File: src/rtl/dqvs_pkg.sv
package dqvs_pkg;

    localparam int WORD_W = 32;

    // request codes
    localparam logic [2:0] KIND_PUSH_FRONT = 3'd0;
    localparam logic [2:0] KIND_PUSH_BACK  = 3'd1;
    localparam logic [2:0] KIND_POP_FRONT  = 3'd2;
    localparam logic [2:0] KIND_POP_BACK   = 3'd3;
    localparam logic [2:0] KIND_SEARCH     = 3'd4;

    // result status codes
    localparam logic [1:0] ST_OK       = 2'd0;
    localparam logic [1:0] ST_FULL     = 2'd1;
    localparam logic [1:0] ST_EMPTY    = 2'd2;
    localparam logic [1:0] ST_NOTFOUND = 2'd3;

    typedef struct packed {
        logic [2:0]               kind;
        logic signed [WORD_W-1:0] value;
    } t_in;

    typedef struct packed {
        logic [1:0]               status;
        logic signed [WORD_W-1:0] popped_value;
        logic [4:0]               found_position;
        logic [4:0]               occupancy;
    } t_out;

endpackage

File: src/rtl/dqvs_ram.sv
module dqvs_ram
    import dqvs_pkg::*;
#(
    parameter int DEPTH = 16,
    parameter int AW    = 4
) (
    input  logic                     i_clk,
    input  logic                     i_wr_en,
    input  logic [AW-1:0]            i_wr_addr,
    input  logic signed [WORD_W-1:0] i_wr_data,
    input  logic                     i_rd_en,
    input  logic [AW-1:0]            i_rd_addr,
    output logic signed [WORD_W-1:0] o_rd_data
);

    logic signed [WORD_W-1:0] r_mem [DEPTH];
    logic signed [WORD_W-1:0] r_rd_data;

    always_ff @(posedge i_clk) begin
        if (i_wr_en) begin
            r_mem[i_wr_addr] <= i_wr_data;
        end
        if (i_rd_en) begin
            r_rd_data <= r_mem[i_rd_addr];
        end
    end

    assign o_rd_data = r_rd_data;

endmodule

File: src/rtl/deque_with_value_search_unit.sv
// double-ended queue of signed 32-bit words with a value search
//
// input channel (i_valid / o_ready / i_data) takes one request item: push
// front, push back, pop front, pop back or search. output channel
// (o_valid / i_ready / o_data) returns exactly one result item per request.
// the words sit in a single-port-write, one-read ring memory with a registered
// read port; front index and count live in flip-flops.
//
// pushes and unused codes go straight to the result state, pops pass through
// a read state, and a search reads entries from the front one after another
// until a match or the last entry. one item is in flight at a time and
// o_ready is high only while the controller is idle, so a new item is taken
// only once the last one has moved its result to the output register.
//
// results go to an output register, so a stalled receiver holds o_data
// steady while the next item is already accepted and worked on; a second
// finished result waits until the register frees up.
//
// reset (synchronous, active low) empties the queue and drops any result;
// memory contents are left as they are and never used before being written.
module deque_with_value_search_unit
    import dqvs_pkg::*;
#(
    parameter int DEPTH = 16
) (
    input  logic i_clk,
    input  logic i_rst_n,
    input  logic i_valid,
    output logic o_ready,
    input  t_in  i_data,
    output logic o_valid,
    input  logic i_ready,
    output t_out o_data
);

    localparam int AW = (DEPTH > 1) ? $clog2(DEPTH) : 1;
    localparam int CW = $clog2(DEPTH + 1);
    localparam int SW = CW + 1;

    typedef enum logic [1:0] {
        S_IDLE,
        S_POP,
        S_SEARCH,
        S_DONE
    } t_state;

    t_state                   r_state, n_state;
    logic [AW-1:0]            r_front, n_front;
    logic [CW-1:0]            r_count, n_count;
    logic [CW-1:0]            r_idx, n_idx;
    logic [AW-1:0]            r_scan, n_scan;
    logic signed [WORD_W-1:0] r_key, n_key;
    logic [1:0]               r_status, n_status;
    logic signed [WORD_W-1:0] r_popped, n_popped;
    logic [4:0]               r_pos, n_pos;
    logic                     r_out_valid, n_out_valid;
    t_out                     r_out, n_out;

    // memory port
    logic                     mem_we;
    logic [AW-1:0]            mem_waddr;
    logic                     mem_re;
    logic [AW-1:0]            mem_raddr;
    logic signed [WORD_W-1:0] mem_rdata;

    // ring arithmetic
    logic [AW-1:0] front_inc;
    logic [AW-1:0] front_dec;
    logic [AW-1:0] scan_inc;
    logic [AW-1:0] slot_back;
    logic [AW-1:0] slot_last;
    logic [SW-1:0] sum_back;
    logic [SW-1:0] sum_last;
    logic          is_full;
    logic          is_empty;
    logic [CW-1:0] idx_inc;

    dqvs_ram #(
        .DEPTH (DEPTH),
        .AW    (AW)
    ) u_ram (
        .i_clk     (i_clk),
        .i_wr_en   (mem_we),
        .i_wr_addr (mem_waddr),
        .i_wr_data (i_data.value),
        .i_rd_en   (mem_re),
        .i_rd_addr (mem_raddr),
        .o_rd_data (mem_rdata)
    );

    always_comb begin
        front_inc = (r_front == AW'(DEPTH - 1)) ? '0 : r_front + 1'b1;
        front_dec = (r_front == '0) ? AW'(DEPTH - 1) : r_front - 1'b1;
        scan_inc  = (r_scan == AW'(DEPTH - 1)) ? '0 : r_scan + 1'b1;

        // slot of the word just past the back, and of the back word
        sum_back = SW'(r_front) + SW'(r_count);
        if (sum_back >= SW'(DEPTH)) begin
            sum_back = sum_back - SW'(DEPTH);
        end
        slot_back = AW'(sum_back);

        sum_last = SW'(r_front) + SW'(r_count) - 1'b1;
        if (sum_last >= SW'(DEPTH)) begin
            sum_last = sum_last - SW'(DEPTH);
        end
        slot_last = AW'(sum_last);

        is_full  = (r_count == CW'(DEPTH));
        is_empty = (r_count == '0);
        idx_inc  = r_idx + 1'b1;
    end

    always_comb begin
        n_state     = r_state;
        n_front     = r_front;
        n_count     = r_count;
        n_idx       = r_idx;
        n_scan      = r_scan;
        n_key       = r_key;
        n_status    = r_status;
        n_popped    = r_popped;
        n_pos       = r_pos;
        n_out_valid = r_out_valid;
        n_out       = r_out;
        mem_we      = 1'b0;
        mem_waddr   = slot_back;
        mem_re      = 1'b0;
        mem_raddr   = r_front;

        // receiver took the item
        if (r_out_valid && i_ready) begin
            n_out_valid = 1'b0;
        end

        case (r_state)
            S_IDLE: begin
                if (i_valid) begin
                    n_status = ST_OK;
                    n_popped = '0;
                    n_pos    = '0;
                    n_state  = S_DONE;
                    case (i_data.kind)
                        KIND_PUSH_FRONT: begin
                            if (is_full) begin
                                n_status = ST_FULL;
                            end else begin
                                mem_we    = 1'b1;
                                mem_waddr = front_dec;
                                n_front   = front_dec;
                                n_count   = r_count + 1'b1;
                            end
                        end
                        KIND_PUSH_BACK: begin
                            if (is_full) begin
                                n_status = ST_FULL;
                            end else begin
                                mem_we    = 1'b1;
                                mem_waddr = slot_back;
                                n_count   = r_count + 1'b1;
                            end
                        end
                        KIND_POP_FRONT: begin
                            if (is_empty) begin
                                n_status = ST_EMPTY;
                            end else begin
                                mem_re    = 1'b1;
                                mem_raddr = r_front;
                                n_front   = front_inc;
                                n_count   = r_count - 1'b1;
                                n_state   = S_POP;
                            end
                        end
                        KIND_POP_BACK: begin
                            if (is_empty) begin
                                n_status = ST_EMPTY;
                            end else begin
                                mem_re    = 1'b1;
                                mem_raddr = slot_last;
                                n_count   = r_count - 1'b1;
                                n_state   = S_POP;
                            end
                        end
                        KIND_SEARCH: begin
                            if (is_empty) begin
                                n_status = ST_EMPTY;
                            end else begin
                                // first read goes out now, next slot queued
                                mem_re    = 1'b1;
                                mem_raddr = r_front;
                                n_scan    = front_inc;
                                n_idx     = '0;
                                n_key     = i_data.value;
                                n_state   = S_SEARCH;
                            end
                        end
                        default: begin
                            // unused code: ignored, plain ok result
                        end
                    endcase
                end
            end
            S_POP: begin
                n_popped = mem_rdata;
                n_state  = S_DONE;
            end
            S_SEARCH: begin
                // data for entry r_idx is here; keep one read ahead
                mem_re    = 1'b1;
                mem_raddr = r_scan;
                n_scan    = scan_inc;
                if (mem_rdata == r_key) begin
                    n_status = ST_OK;
                    n_pos    = 5'(idx_inc);
                    n_state  = S_DONE;
                end else if (idx_inc == r_count) begin
                    n_status = ST_NOTFOUND;
                    n_state  = S_DONE;
                end else begin
                    n_idx = idx_inc;
                end
            end
            S_DONE: begin
                if (!r_out_valid || i_ready) begin
                    n_out_valid          = 1'b1;
                    n_out.status         = r_status;
                    n_out.popped_value   = r_popped;
                    n_out.found_position = r_pos;
                    n_out.occupancy      = 5'(r_count);
                    n_state              = S_IDLE;
                end
            end
            default: begin
                n_state = S_IDLE;
            end
        endcase
    end

    always_ff @(posedge i_clk) begin
        if (!i_rst_n) begin
            r_state     <= S_IDLE;
            r_front     <= '0;
            r_count     <= '0;
            r_out_valid <= 1'b0;
        end else begin
            r_state     <= n_state;
            r_front     <= n_front;
            r_count     <= n_count;
            r_out_valid <= n_out_valid;
        end
        // payload, no reset needed
        r_idx    <= n_idx;
        r_scan   <= n_scan;
        r_key    <= n_key;
        r_status <= n_status;
        r_popped <= n_popped;
        r_pos    <= n_pos;
        r_out    <= n_out;
    end

    assign o_ready = (r_state == S_IDLE);
    assign o_valid = r_out_valid;
    assign o_data  = r_out;

endmodule

File: config.mk
export PLATFORM = sky130hd
export DESIGN_NAME = deque_with_value_search_unit
export DESIGN_NICKNAME = d
export VERILOG_FILES = /design/src/rtl/dqvs_pkg.sv /design/src/rtl/dqvs_ram.sv /design/src/rtl/deque_with_value_search_unit.sv
export SDC_FILE = /design/constraint.sdc
export NUM_CORES = 1
export LEC_CHECK = 0
export ABC_AREA = 1
export BUFFER_PORTS_ARGS = -buffer_cell sky130_fd_sc_hd__buf_2
export CAP_MARGIN = 15
export CORE_MARGIN = 5
export CORE_UTILIZATION = 45
export DETAILED_ROUTE_END_ITERATION = 8
export GPL_ROUTABILITY_DRIVEN = 0
export PLACE_DENSITY = 0.59
export SLEW_MARGIN = 15
export SYNTH_ARGS = -nofsm -noshare
export SYNTH_HDL_FRONTEND = slang
export SYNTH_SLANG_ARGS = --single-unit
File: constraint.sdc
create_clock -name i_clk -period 10.95 [get_ports i_clk]
set_input_delay 0.5475 -clock i_clk [delete_from_list [all_inputs] [get_ports i_clk]]
set_output_delay 0.5475 -clock i_clk [all_outputs]
set_load 0.005 [all_outputs]
After elaboration in Yosys (flattened, before gate mapping)
Memories as Yosys holds them, arrays and structs flattened. A register that Yosys moved wholly into a read port is not among the register bits.
Cells that the tools add are included.

cells by class
  bitwise logic cells = 1
  reduce and logical (&&, ||, !) cells = 24
  eq/ne operators = 24
  mux-type cells = 60
  $lt $le $gt $ge = 2
  $add $sub $neg = 10

operator list
  cell                 number
  $mux 4               16
  $pmux 32 s2          1
  $mux 5               9
  $eq 32x32->1         1
  $mux 32              1
  $pmux 5 s2           3
  $pmux 4 s2           3
  $ne 2x2->1 const B   10
  $mux 2               8
  $mux 1               14
  $ge 6x5->1 const B   2
  $pmux 2 s2           3
  $sub 4x1->4 const B  3
  $add 5x1->5 const B  2
  $reduce_and 5->1     2
  $reduce_and 3->1     3
  $add 4x1->4 const B  2
  $eq 4x4->1 const B   2
  $pmux 2 s4           1
  $reduce_and 4->1     2
  $reduce_bool 2->1    4
  $add 4x5->6          1
  $eq 3x2->1 const B   2
  $reduce_and 6->1     1
  other kinds (22)     25

storage, ports and cells
  output and inout bits = 46
  memories = 1
  register bits = 136
  bits of input ports = 39
  RAM bits = 512

memory list
  name         words  width  read ports  clocked after Yosys merged registers in  wr ports  RTL line        text
  u_ram.r_mem  16     32     1           1                                        1         dqvs_ram.sv:16  logic signed [WORD_W-1:0] r_mem [DEPTH];

Depth between registers and ports, before layout
Gate-level depths: netlist of run 1.

  word-level depth = 8
  mapped depth = 16
  depth with buffers taken out = 14

Modules after synthesis
A second synthesis of run 1 with hierarchy kept.

second synthesis, totals
  cell total of the unflattened synthesis = 2657
  area total of the unflattened synthesis = 29175.5 um^2

modules (own cells, without submodules)
  module                        instances  cells an instance  area an instance (um^2)
  dqvs_ram                      1          2122               23065.9
  deque_with_value_search_unit  1          535                6109.6

Worst setup path before layout of run 1
No wires, ideal clock.

  path kind = input port to flip-flop
  from = input i_data[34] in the netlist's numbering
  to = register u_ram.r_rd_data[0], in the netlist u_ram.o_rd_data[0] (read register of u_ram.r_mem), enable pin
  path buffers = 0
  setup time = 0.470 ns
  arrival time = 3.325 ns
  stages = 5
  data required time = 10.480 ns
  setup slack = 7.156 ns
  cells stage by stage = inv_2 > nand2_1 > inv_1 > nor2_1 > o31ai_1

between the ends
  longest elaborated chain between the ends = 5

ends and longest elaborated chain
  element                                   RTL line                             text
  from (decl)                               deque_with_value_search_unit.sv:30   input t_in i_data,
  $eq 3x3->1 or $eq 3x2->1 (tied branches)  deque_with_value_search_unit.sv:143  case (i_data.kind)
  $reduce_or 3->1 (no line) *               n/a
  $mux 1 *                                  n/a
  $mux 1 *                                  deque_with_value_search_unit.sv:138  if (i_valid) begin
  $pmux 1 s2 *                              deque_with_value_search_unit.sv:136  case (r_state)
  net mem_re                                deque_with_value_search_unit.sv:62   logic mem_re;
  to (decl)                                 dqvs_ram.sv:17                       logic signed [WORD_W-1:0] r_rd_data;

Mark *: on every way through the listed nets, which the timed path passes. The rest lies on a longest branch.
A chain may end at the register's enable or synchronous reset.

Worst setup path in the final report of run 1
  from = register r_state[0]
  to = register u_ram.r_rd_data[19], in the netlist u_ram.o_rd_data[19] (read register of u_ram.r_mem) (data pin)

between the ends
  longest elaborated chain between the ends = 2

ends and longest elaborated chain
  element                                        RTL line                             text
  from (decl)                                    deque_with_value_search_unit.sv:47   t_state r_state, n_state;
  from (signal assigned)                         deque_with_value_search_unit.sv:246  r_state <= n_state;
  $eq 2x2->1 or $logic_not 2->1 (tied branches)  deque_with_value_search_unit.sv:136
  $pmux 4 s2 or $pmux 1 s2 (tied branches)       deque_with_value_search_unit.sv:136

Parallel ways exist; a longest one is shown, timed or not.

==> results of run 1 <==
final timing paths:
kind                                   end  slack (ps)
min                     o_valid$_SDFF_PN0_         250
max reg2reg  u_ram.o_rd_data[19]$_DFFE_PP_        6590
max          u_ram.o_rd_data[19]$_DFFE_PP_        6590
min reg2reg           o_data[37]$_DFFE_PP_         420
worst max-delay path, cell delays in order, from the launching register on:
cell and delay, ps:
sky130_fd_sc_hd__dfxtp_1 330, sky130_fd_sc_hd__inv_1 110, sky130_fd_sc_hd__ha_1 490, sky130_fd_sc_hd__nor2_1 220, sky130_fd_sc_hd__o21ai_4 210, sky130_fd_sc_hd__buf_12 580, sky130_fd_sc_hd__nand2_4 730, sky130_fd_sc_hd__buf_4 690
sky130_fd_sc_hd__nand2_1 160, sky130_fd_sc_hd__nand2_1 70, sky130_fd_sc_hd__nand2_1 60, sky130_fd_sc_hd__nand3_1 90, sky130_fd_sc_hd__nand3_1 140, sky130_fd_sc_hd__nand2_1 80
report_power, final:
part	internal (W)	switching, W	leakage (nW)
Sequential	0.00322	0.000164	6.16
Clock	0.00135	0.000965	1.08
Combinational	0.000621	0.00169	5.73
Total	0.00519	0.00282	13.0
layer usage:
layer	up-vias	part of all wire
met5	-	0.000095
met4	2	0.028
met3	149	0.075
met2	703	0.47
met1	9143	0.43
li1	8852	-
kinds of logic (layout without fill, tap and decap cells):
kind of cell / count (synthesis) / in the layout / share of synthesized area
other: 0 / 3 / 0
DFF: 680 / 680 / 0.694
adders and majority gates: 18 / 18 / 0.00822
AOI/OAI and AO/OA: 46 / 46 / 0.00839
buffers and inverters: 478 / 576 / 0.0666
xor gates and xnor gates: 31 / 31 / 0.00929
and+or+nand+nor: 1321 / 1321 / 0.213
placed cells by master, fill, tap and decap left out, types with 2 or more instances in the layout:
master	count
sky130_fd_sc_hd__nand2_1	576
sky130_fd_sc_hd__nand3b_1	163
sky130_fd_sc_hd__nand2_4	2
sky130_fd_sc_hd__diode_2	3
sky130_fd_sc_hd__nor2_1	41
sky130_fd_sc_hd__a21oi_1	19
sky130_fd_sc_hd__buf_2	84
sky130_fd_sc_hd__bufinv_16	5
sky130_fd_sc_hd__o21ai_0	19
sky130_fd_sc_hd__nand3_1	509
sky130_fd_sc_hd__clkinv_2	8
sky130_fd_sc_hd__edfxtp_1	668
sky130_fd_sc_hd__o31ai_1	2
sky130_fd_sc_hd__ha_1	16
sky130_fd_sc_hd__inv_6	2
sky130_fd_sc_hd__fa_1	2
sky130_fd_sc_hd__a21oi_4	2
sky130_fd_sc_hd__inv_1	335
sky130_fd_sc_hd__nor2_4	18
sky130_fd_sc_hd__buf_12	2
sky130_fd_sc_hd__clkbuf_1	9
sky130_fd_sc_hd__nand4_1	4
sky130_fd_sc_hd__xnor2_1	24
sky130_fd_sc_hd__nor3_1	3
sky130_fd_sc_hd__clkbuf_16	74
sky130_fd_sc_hd__buf_4	32
sky130_fd_sc_hd__clkinv_1	20
sky130_fd_sc_hd__xor2_1	7
sky130_fd_sc_hd__dfxtp_1	12
cell type report:
type | instances | area [µm²]
fill | 5559 | 31600
sequential | 680 | 20300
multi-input combinational | 1416 | 7200
clock buffer | 84 | 1900
inverter | 338 | 1270
tap | 855 | 1070
timing repair buffer | 118 | 701
clock inverter | 36 | 307
antenna | 3 | 7.51
metrics by stage:
step	total power (W)	setup slack, ps
finish	0.00801	6590
global route	0.00844	6160
CTS	0.00807	6580
detailed placement	0.00574	6620
global placement	0.00571	6640
floorplan	0.00498	7160
state kept, by name, summed over array words and instances (netlist names):
| register | count |
|---|---|
| u_ram.r_mem | 512 |
| o_data | 44 |
| r_key | 32 |
| r_popped | 32 |
| u_ram.o_rd_data | 32 |
| r_count | 5 |
| r_idx | 5 |
| r_pos | 5 |
| r_front | 4 |
| r_scan | 4 |
| r_state | 2 |
| r_status | 2 |
| o_valid | 1 |
==> results.txt, run 1 <==
----------------------------------------------------
[Global route]
  Routing layer with the top usage in global route ... met2
  Number of antenna violations at the first check in global routing ... 6
  Pin count of the biggest net entering global routing ... between 200 and 250
  Wire length of the first global-routing pass ... between 100000 and 150000 µm
  Global-route met3 utilization ... 0.0383
  Global routing usage on met2 ... 0.332
  Vias in the first global route ... between 15000 and 20000
  Total global routing track utilization ... 0.207
  Aggregate global routing overflow ... 0
  Met1 layer usage reported by global route ... 0.287

[CTS]
  H-tree lvl count ... 3
  Max Buffers Root-to-Sink ... 3
  Total CTS buffers ... 71
  CTS tree ... built
  Root buffer cell ... sky130_fd_sc_hd__clkbuf_16
  Hold-fix buffers at CTS ... 0
  Number of resized instances in the post-cts repair step ... 0
  Clock sink count ... between 600 and 700
  Insertion delay to the later sink of the worst-skew pair ... between 600 and 700 ps
  Clock input transition at the sequential cells of the worst setup and hold paths ... roughly 60 ps
  Buffers inserted during post-CTS setup optimization ... 0

[Yosys]
  Cells after synthesis ... 2574
  Leading post-synthesis cells by cell area ... sky130_fd_sc_hd__edfxtp_1, sky130_fd_sc_hd__nand3_1, sky130_fd_sc_hd__nand2_1, sky130_fd_sc_hd__inv_1, sky130_fd_sc_hd__nand3b_1
  Sequential cell area fraction in the yosys report ... 0.694
  Count of flip-flops with a built-in enable after synthesis ... about 670
  Top cells by count, synth ... sky130_fd_sc_hd__edfxtp_1, sky130_fd_sc_hd__nand2_1, sky130_fd_sc_hd__nand3_1
  Yosys top cell by area ... sky130_fd_sc_hd__edfxtp_1
  Mapped Avg Cell Area ... approximately 11 µm²
  Area of the mapped netlist ... roughly 30000 µm²
  Leading register cell type out of synthesis ... sky130_fd_sc_hd__edfxtp_1
  Post-synthesis register bit count ... a little under 700
  Yosys synthesis warning count ... 0
  Area share of the largest cell type after synthesis ... 0.686
  Yosys cell types ... 28
  Leading cell type by number of instances after synthesis ... sky130_fd_sc_hd__edfxtp_1
  Mapped Nets ... approximately 2600
  Async set-reset flop share out of synthesis ... 0

[Timing]
  Period utilization ... 0.398
  Setup TNS after final layout ... 0 ps
  Finish-stage setup viols ... 0
  Worst Skew ... 27.5 ps
  Minimum period implied by the final worst setup slack ... about 4400 ps
  Slew at the pin with the worst max-slew slack ... between 1000 and 1500 ps
  Max_slew headroom ... 0.242
  Hold Fails Final Rpt ... 0
  Final worst hold slack ... 253 ps
  RSZ-0062 raised after global routing ... no
  Max Clk Rate ... ~230 MHz
  Final-report max-slew violation count ... 0

[Cells and area]
  Area growth syn-to-layout ... 12.0%
  Share of the core filled with cells ... 0.509
  Net count, final ... about 2700
  Fraction of layout cells with a size suffix above 1 ... 0.0898
  Final non-filler cell total ... approximately 3500
  Post-Layout Inst Area ... ~33000 µm²

[Place]
  Count of input and output buffers ... 84
  Placed wire-length estimate ... 37500 µm
  Cell Area, Placed ... 30500 µm²
  Post-Place Cells ... roughly 3400

[Floorplanning]
  Placeable core region ... roughly 64000 µm²
  Number of primary I/O pins ... 85
  Starting density of the core ... 0.454
  Row count ... between 90 and 100
  Die W ... about 260 µm
  Die Footprint ... between 70000 and 80000 µm²
  Height of the die ... between 200 and 300 µm

[Drt]
  Total via count in the routed design ... about 19000
  Total wire length after detailed routing ... 73500 µm
  Via density per instance ... approximately 5.3
  First-pass detailed-route iteration total ... 6
  Count of antenna-violating nets left after detailed routing ... 0
  Final routed wire length divided by cell count ... 20.8 µm
  Drt initial violations ... 1706
  Remaining design rule violation count ... 0

[Run status]
  Run status ... finished, final reports clean

[Worst setup path]
  Data required time of the critical path ... 11310 ps
  Worst Reg2Reg Path Length in Cells ... 13
  Launching element of the worst setup path ... r_state[0]$_SDFFE_PN0P_
  Arrival time at the worst endpoint ... ~4700 ps
  Type of the worst setup path ... reg2reg
  Startpoint type of the worst setup path ... flip-flop
  Worst R2R Start ... r_state[0]$_SDFFE_PN0P_
  Kind of end point of the critical path ... flip-flop
  Maximum net fanout on the critical path ... ~180

[Power]
  Max VDD drop ... around 240 µV
  Total power per unit cell area ... around 240 nW/µm²
  Leakage dissipation ... ~13 nW

[Worst hold path]
  Start point of the worst min-delay path ... i_ready
  Cell count of the worst hold path ... 4
  Kind of path behind the tightest hold check ... in2reg

[Flow run]
  MaxCap Viol Count ... 0

----------------------------------------------------
Note: power is estimated with default switching activity, not from simulation.
==> run 2, diff against run 1 <==
--- a/config.mk
+++ b/config.mk
@@ -5,7 +5,7 @@
 export SDC_FILE = /design/constraint.sdc
 export NUM_CORES = 1
 export LEC_CHECK = 0
-export ABC_AREA = 1
+export ABC_AREA = 0
 export BUFFER_PORTS_ARGS = -buffer_cell sky130_fd_sc_hd__buf_2
 export CAP_MARGIN = 15
 export CORE_MARGIN = 5
==> constraint.sdc (replaced) <==
create_clock -name i_clk -period 4.41 [get_ports i_clk]
set_input_delay 0.2205 -clock i_clk [delete_from_list [all_inputs] [get_ports i_clk]]
set_output_delay 0.2205 -clock i_clk [all_outputs]
set_load 0.005 [all_outputs]
==> run 2 against run 1 <==
- first-iteration DRC count is 17% lower
- utilization up 1.2 points
- die area is 8.5% lower
- area after synthesis is 8.8% lower
- register-to-register slack got worse by 5900 ps
- clock power grew 140%
- largest cell class unchanged
- largest power group unchanged
- highest routed layer unchanged
==> results.txt, run 2 <==
----------------------------------------------------
[CTS]
  Total CTS buffers ... approximately 70
  Clock input transition at the sequential cells of the worst setup and hold paths ... roughly 60 ps
  CTS tree ... built
  Clock sink count ... just under 700
  Insertion delay to the later sink of the worst-skew pair ... 610 ps
  Number of resized instances in the post-cts repair step ... 0
  H-tree lvl count ... 3
  Buffers inserted during post-CTS setup optimization ... 0
  Root buffer cell ... sky130_fd_sc_hd__clkbuf_16
  Max Buffers Root-to-Sink ... 3

[Power]
  Leakage dissipation ... 9.88 nW
  Max VDD drop ... between 400 and 500 µV
  Total power per unit cell area ... approximately 570 nW/µm²
  Sw Ratio ... 0.286
  Share of power burned in combinational logic ... 0.212
  Register share of total power ... 0.465
  Switching component of the power ... 0.00496 W
  Clock network fraction of total power ... 0.323
  Internal power ... 0.0124 W

[Yosys]
  Cells after synthesis ... 1779
  Post-synthesis register bit count ... slightly below 700
  Leading post-synthesis cells by cell area ... sky130_fd_sc_hd__edfxtp_1, sky130_fd_sc_hd__a21oi_1, sky130_fd_sc_hd__nand2_1, sky130_fd_sc_hd__a22o_1, sky130_fd_sc_hd__a22oi_1
  Area share of the largest cell type after synthesis ... 0.752
  Top cells by count, synth ... sky130_fd_sc_hd__edfxtp_1, sky130_fd_sc_hd__nand2_1, sky130_fd_sc_hd__a21oi_1
  Leading register cell type out of synthesis ... sky130_fd_sc_hd__edfxtp_1
  Area of the mapped netlist ... 26700 µm²
  Mapped Avg Cell Area ... between 10 and 15 µm²
  Sequential cell area fraction in the yosys report ... 0.761
  Yosys top cell by area ... sky130_fd_sc_hd__edfxtp_1
  Yosys cell types ... 55
  Mapped Nets ... 1836
  Count of flip-flops with a built-in enable after synthesis ... ~670
  Yosys synthesis warning count ... 0
  Async set-reset flop share out of synthesis ... 0
  Leading cell type by number of instances after synthesis ... sky130_fd_sc_hd__edfxtp_1

[Place]
  Placed wire-length estimate ... 35200 µm
  Cell Area, Placed ... approximately 28000 µm²
  Post-Place Cells ... between 2000 and 3000
  Count of input and output buffers ... 84

[Drt]
  Count of antenna-violating nets left after detailed routing ... 0
  First-pass detailed-route iteration total ... 7
  Total wire length after detailed routing ... around 67000 µm
  Drt initial violations ... between 1000 and 1500
  Remaining design rule violation count ... 0
  Final routed wire length divided by cell count ... around 25 µm
  Total via count in the routed design ... 15660
  Via density per instance ... 5.75

[Timing]
  Max Clk Rate ... roughly 270 MHz
  Period utilization ... 0.846
  Final-report max-slew violation count ... 0
  Max_slew headroom ... 0.352
  RSZ-0062 raised after global routing ... no
  Minimum period implied by the final worst setup slack ... about 3700 ps
  Setup TNS after final layout ... 0 ps
  Slew at the pin with the worst max-slew slack ... 972 ps
  Finish-stage setup viols ... 0
  Hold Fails Final Rpt ... 0
  Final worst hold slack ... between 20 and 30 ps
  Worst Skew ... 28.5 ps

[Global route]
  Number of antenna violations at the first check in global routing ... 5
  Wire length of the first global-routing pass ... roughly 99000 µm
  Aggregate global routing overflow ... 0
  Vias in the first global route ... ~15000
  Pin count of the biggest net entering global routing ... between 100 and 150
  Total global routing track utilization ... 0.207

[Cells and area]
  Post-Layout Inst Area ... slightly above 30000 µm²
  Commonest non-fill, non-tap cell in the layout ... sky130_fd_sc_hd__edfxtp_1
  Filler Cells Inserted ... roughly 4900
  Net count, final ... 1952
  Final non-filler cell total ... about 2700
  Area growth syn-to-layout ... 14.9%
  Number of flip-flops in the largest register ... slightly above 500
  Register with the most flip-flops ... u_ram.r_mem
  Commonest non-fill, non-tap cells in the layout ... sky130_fd_sc_hd__edfxtp_1, sky130_fd_sc_hd__nand2_1, sky130_fd_sc_hd__a21oi_1
  Fraction of layout cells with a size suffix above 1 ... 0.129

[Floorplanning]
  Row count ... between 80 and 90
  Die W ... approximately 250 µm
  Die Footprint ... about 64000 µm²
  Starting density of the core ... 0.453
  Placeable core region ... approximately 59000 µm²
  Height of the die ... about 250 µm
  Number of primary I/O pins ... 85

[Worst hold path]
  Start point of the worst min-delay path ... i_data[21]
  Kind of path behind the tightest hold check ... in2reg

[Flow run]
  MaxCap Viol Count ... 0

[Worst setup path]
  Most frequent cell on the critical path ... sky130_fd_sc_hd__ha_1
  Data required time of the critical path ... roughly 5000 ps
  Type of the worst setup path ... reg2reg
  Launching element of the worst setup path ... r_count[0]$_SDFFE_PN0P_
  Largest stage delay on the critical path ... 750 ps
  Startpoint type of the worst setup path ... flip-flop
  Maximum net fanout on the critical path ... 59
  Kind of end point of the critical path ... flip-flop
  Worst R2R Start ... r_count[0]$_SDFFE_PN0P_
  Arrival time at the worst endpoint ... ~4200 ps
  Critical-path top delay cell ... sky130_fd_sc_hd__o22a_4
  Worst path cell trace ... ha_1 > fa_1 > inv_1 > ha_1 > nand4_1 > o22a_4 > buf_4 > a21oi_1 > a22o_1 > o22ai_1 > a221o_1

[Run status]
  Run status ... finished, final reports clean

----------------------------------------------------
-- run 2: cell count changes in the layout (fill, tap and decap cells not counted), sizes merged, moves of 18 or more --
cell | before | now
a21oi | 21 | 267
o22ai | 1 | 33
nand2 | 579 | 281
a22o | 0 | 64
inv | 338 | 12
dlygate4sd3 | 0 | 25
xnor2 | 24 | 42
nor2 | 60 | 25
nand3b | 163 | 0
a221o | 0 | 33
and2 | 0 | 37
a22oi | 0 | 65
nand3 | 511 | 5
-- run 2: logic make-up after synthesis --
| group | count (synthesis) | share of synthesized area |
|---|---|---|
| fa+ha+maj | 18 | 0.00901 |
| flops | 680 | 0.761 |
| mux | 17 | 0.00732 |
| compound gates | 504 | 0.121 |
| simple gates | 386 | 0.0618 |
| buf+inv | 120 | 0.0209 |
| xor+xnor | 54 | 0.0183 |
-- run 2: layout make-up --
class / instances / area, µm² / share of cell area
Timing Repair Buffer: 155 / 1170 / 0.0381
Tap cell: 773 / 967 / 0.0316
Sequential cell: 680 / 20300 / 0.663
Clock inverter: 32 / 274 / 0.00895
Antenna cell: 4 / 10.0 / 0.000327
Multi-Input combinational cell: 979 / 6000 / 0.196
Clock buffer: 92 / 1880 / 0.0613
Inverter: 10 / 37.5 / 0.00123
-- run 2: worst paths after layout --
kind	endpoint	cells after the start	slack [ps]
min reg2reg	o_data[11]$_DFFE_PP_	0	410
max reg2reg	u_ram.o_rd_data[15]$_DFFE_PP_	11	680
min	u_ram.r_mem[11][21]$_DFFE_PP_	1	30
max	u_ram.o_rd_data[15]$_DFFE_PP_	11	680
-- run 2: power groups by stage --
stage / combinational, W / clock (W) / sequential (W)
floorplan: 0.00252 / 0 / 0.00805
global placement: 0.00360 / 0 / 0.00819
detailed placement: 0.00366 / 0 / 0.00821
CTS: 0.00369 / 0.00573 / 0.00807
global route: 0.00401 / 0.00600 / 0.00811
finish: 0.00368 / 0.00561 / 0.00808
-- run 2: critical path: cells and delay by family, from the launching register on --
kind            cells  cell delay, ps
compound gates      5            1370
simple gates        1             180
fa+ha+maj           3             970
buf+inv             2             480
flops               1             530
-- run 2: layer usage --
layer  track usage  vias up  routed length (µm)
met4        0.0577        2                1250
met3        0.0293       85                4830
met2         0.344      604               32700
met5             0        -                  13
li1              -     7057                   -
met1         0.290     7912               28300
-- run 2: timing repair --
item,in CTS,in global routing
setup endpoints to repair,0,0
hold buffers,25,0
hold endpoints to repair,343,0
-- run 2: metrics by stage --
stage	util	setup slack, ps	total power [W]
after floorplan	-	804	0.0106
after global placement	0.480	804	0.0118
after detailed placement	0.480	735	0.0119
after CTS	0.521	694	0.0175
after global routing	0.521	486	0.0181
final	0.521	677	0.0174
==> run 3, diff against run 2 <==
==> constraint.sdc (replaced) <==
create_clock -name i_clk -period 3.55 [get_ports i_clk]
set_input_delay 0.1775 -clock i_clk [delete_from_list [all_inputs] [get_ports i_clk]]
set_output_delay 0.1775 -clock i_clk [all_outputs]
set_load 0.005 [all_outputs]
==> run 3 against run 2 <==
- clock power up 28%
- total power up 26%
- hold slack better by 38 ps
- via count up 0.79%
- global-route usage down 0.80 points
- flip-flop and latch count unchanged
- fmax up 8.2%
- utilization up 0.76 points
- combinational power up 27%
- critical path depth down 1
- non-clock buffer count up 30
- first-iteration DRC count up 5.9%
==> results.txt, run 3 (synthesis gave the netlist of run 2 again) <==
----------------------------------------------------
[Run status]
  Run status ... finished, final reports clean

[Floorplanning]
  Placeable core region ... roughly 59000 µm²
  Starting density of the core ... 0.453
  Die Footprint ... between 60000 and 70000 µm²
  Height of the die ... between 200 and 300 µm
  Number of primary I/O pins ... 85
  Die W ... 253 µm
  Row count ... between 80 and 90

[Worst setup path]
  Worst R2R Start ... r_front[0]$_SDFFE_PN0P_
  Worst setup slack for register-to-register paths ... a little over 100 ps
  Kind of end point of the critical path ... flip-flop
  Maximum net fanout on the critical path ... 26
  Critical-path top delay cell ... sky130_fd_sc_hd__nor2_4
  Worst Reg2Reg Path Length in Cells ... 10
  Critical R2R Capture ... u_ram.o_rd_data[22]$_DFFE_PP_
  Buffers and inverters on the worst path ... 2
  Largest stage delay on the critical path ... approximately 870 ps
  Type of the worst setup path ... reg2reg
  Data required time of the critical path ... around 4000 ps
  Cell family contributing the most delay on the critical path ... adder cells
  Worst path cell trace ... ha_1 > fa_2 > inv_1 > ha_1 > xor2_1 > a22oi_1 > o31ai_1 > nor2_4 > buf_4 > a221o_1
  Launching element of the worst setup path ... r_front[0]$_SDFFE_PN0P_
  Most frequent cell on the critical path ... sky130_fd_sc_hd__ha_1
  Startpoint type of the worst setup path ... flip-flop
  Arrival time at the worst endpoint ... 3910 ps

[Worst hold path]
  Start point of the worst min-delay path ... i_data[33]
  Kind of path behind the tightest hold check ... in2reg
  Endpoint of the worst hold path ... r_status[0]$_DFFE_PP_
  Cell count of the worst hold path ... 2

[CTS]
  Total CTS buffers ... 71
  Buffers inserted during post-CTS setup optimization ... 0
  Max Buffers Root-to-Sink ... 3
  CTS tree ... built
  Insertion delay to the later sink of the worst-skew pair ... ~600 ps
  Clock sink count ... 680
  Clock input transition at the sequential cells of the worst setup and hold paths ... roughly 60 ps
  H-tree lvl count ... 3
  Root buffer cell ... sky130_fd_sc_hd__clkbuf_16

[Timing]
  Max_slew headroom ... 0.271
  Hold Fails Final Rpt ... 0
  Setup TNS after final layout ... 0 ps
  RSZ-0062 raised after global routing ... no
  Slew at the pin with the worst max-slew slack ... between 1000 and 1500 ps
  Period utilization ... 0.972
  Max Clk Rate ... between 200 and 300 MHz
  Final-report max-slew violation count ... 0
  Final worst hold slack ... 63.4 ps
  Worst Skew ... ~21 ps
  Finish-stage setup viols ... 0
  Minimum period implied by the final worst setup slack ... 3450 ps

[Power]
  Leakage dissipation ... ~10 nW
  Total power per unit cell area ... between 700 and 800 nW/µm²
  Max VDD drop ... 382 µV

[Drt]
  Via density per instance ... 5.73
  Remaining design rule violation count ... 0
  First-pass detailed-route iteration total ... 5
  Total via count in the routed design ... ~16000
  Total wire length after detailed routing ... around 65000 µm
  Final routed wire length divided by cell count ... about 24 µm
  Count of antenna-violating nets left after detailed routing ... 0
  Drt initial violations ... 1507

[Place]
  Post-Place Cells ... ~2600
  Placed wire-length estimate ... between 30000 and 40000 µm
  Count of input and output buffers ... 84
  Cell Area, Placed ... around 28000 µm²

[Cells and area]
  Net count, final ... 1984
  Final non-filler cell total ... ~2800
  Commonest non-fill, non-tap cells in the layout ... sky130_fd_sc_hd__edfxtp_1, sky130_fd_sc_hd__nand2_1, sky130_fd_sc_hd__a21oi_1
  Commonest non-fill, non-tap cell in the layout ... sky130_fd_sc_hd__edfxtp_1
  Area growth syn-to-layout ... 16.6%
  Filler Cells Inserted ... 4806
  Number of flip-flops in the largest register ... 512
  Post-Layout Inst Area ... about 31000 µm²
  Fraction of layout cells with a size suffix above 1 ... 0.144
  Register with the most flip-flops ... u_ram.r_mem

[Global route]
  Vias in the first global route ... between 15000 and 20000
  Pin count of the biggest net entering global routing ... between 200 and 250
  Aggregate global routing overflow ... 0
  Wire length of the first global-routing pass ... between 90000 and 100000 µm
  Total global routing track utilization ... 0.199
  Number of antenna violations at the first check in global routing ... 5

[Flow run]
  MaxCap Viol Count ... 0

----------------------------------------------------
run 3: cell types whose count changed in the layout (fill, tap and decap cells not counted), sizes merged:
cell	change
buf	+19
dlygate4sd3	+10
clkinv	+5
clkbuf	-6
diode	-3
bufinv	+2
inv	-1
clkinvlp	+2
run 3: cell type report:
type | count | area (µm²) | area share
multi-input cells | 979 | 6010 | 0.193
well taps | 773 | 967 | 0.0311
repair buffers | 185 | 1510 | 0.0487
clock buffers | 85 | 1890 | 0.0609
inverters | 10 | 37.5 | 0.00121
clock inverters | 40 | 353 | 0.0114
flip-flops and latches | 680 | 20300 | 0.653
diodes | 1 | 2.50 | 0.0000805
run 3: stage by stage:
| step | setup WS, ps | util | total power (W) |
|---|---|---|---|
| after CTS | 92.5 | 0.528 | 0.0220 |
| after floorplan | -56.3 | - | 0.0131 |
| final | 101 | 0.529 | 0.0218 |
| after global routing | 6.27 | 0.528 | 0.0228 |
| after global placement | 154 | 0.483 | 0.0147 |
| after detailed placement | 92.4 | 0.483 | 0.0148 |
run 3: how the worst max path moves through the flow:
stage,end,slack (ps),depth (start not counted)
2_1_floorplan,u_ram.r_mem[12][0]$_DFFE_PP_,-60,9
6_report,u_ram.o_rd_data[22]$_DFFE_PP_,100,10
4_1_cts,u_ram.o_rd_data[22]$_DFFE_PP_,90,7
5_1_grt,u_ram.o_rd_data[22]$_DFFE_PP_,6,10
3_3_place_gp,u_ram.o_rd_data[19]$_DFFE_PP_,150,7
3_5_place_dp,u_ram.o_rd_data[22]$_DFFE_PP_,90,7
run 3: report_power, final:
part           internal [W]  total, W  switching, W
Combinational       0.00177   0.00467       0.00290
Sequential          0.00966    0.0100      0.000349
Clock               0.00423   0.00717       0.00294
run 3: per-layer routing:
layer,part of all wire,routed length [µm],global-route usage
met1,0.43,27800,0.278
met2,0.47,30700,0.321
met3,0.072,4700,0.0356
met4,0.028,1810,0.0642
met5,0.00042,27,0
run 3: worst reg2reg max path, cell delays in order (launching register included):
cell	delay (ps)
sky130_fd_sc_hd__dfxtp_1	320
sky130_fd_sc_hd__ha_1	230
sky130_fd_sc_hd__fa_2	580
sky130_fd_sc_hd__inv_1	80
sky130_fd_sc_hd__ha_1	210
sky130_fd_sc_hd__xor2_1	160
sky130_fd_sc_hd__a22oi_1	170
sky130_fd_sc_hd__o31ai_1	210
sky130_fd_sc_hd__nor2_4	870
sky130_fd_sc_hd__buf_4	310
sky130_fd_sc_hd__a221o_1	170
run 3: timing repair:
| item | 4_1_cts | 5_1_grt |
|---|---|---|
| hold buffers | 35 | 0 |
| endpoints found under the hold margin | 557 | 0 |
| setup endpoints to repair | 0 | 9 |
| resized for setup | 0 | 6 |
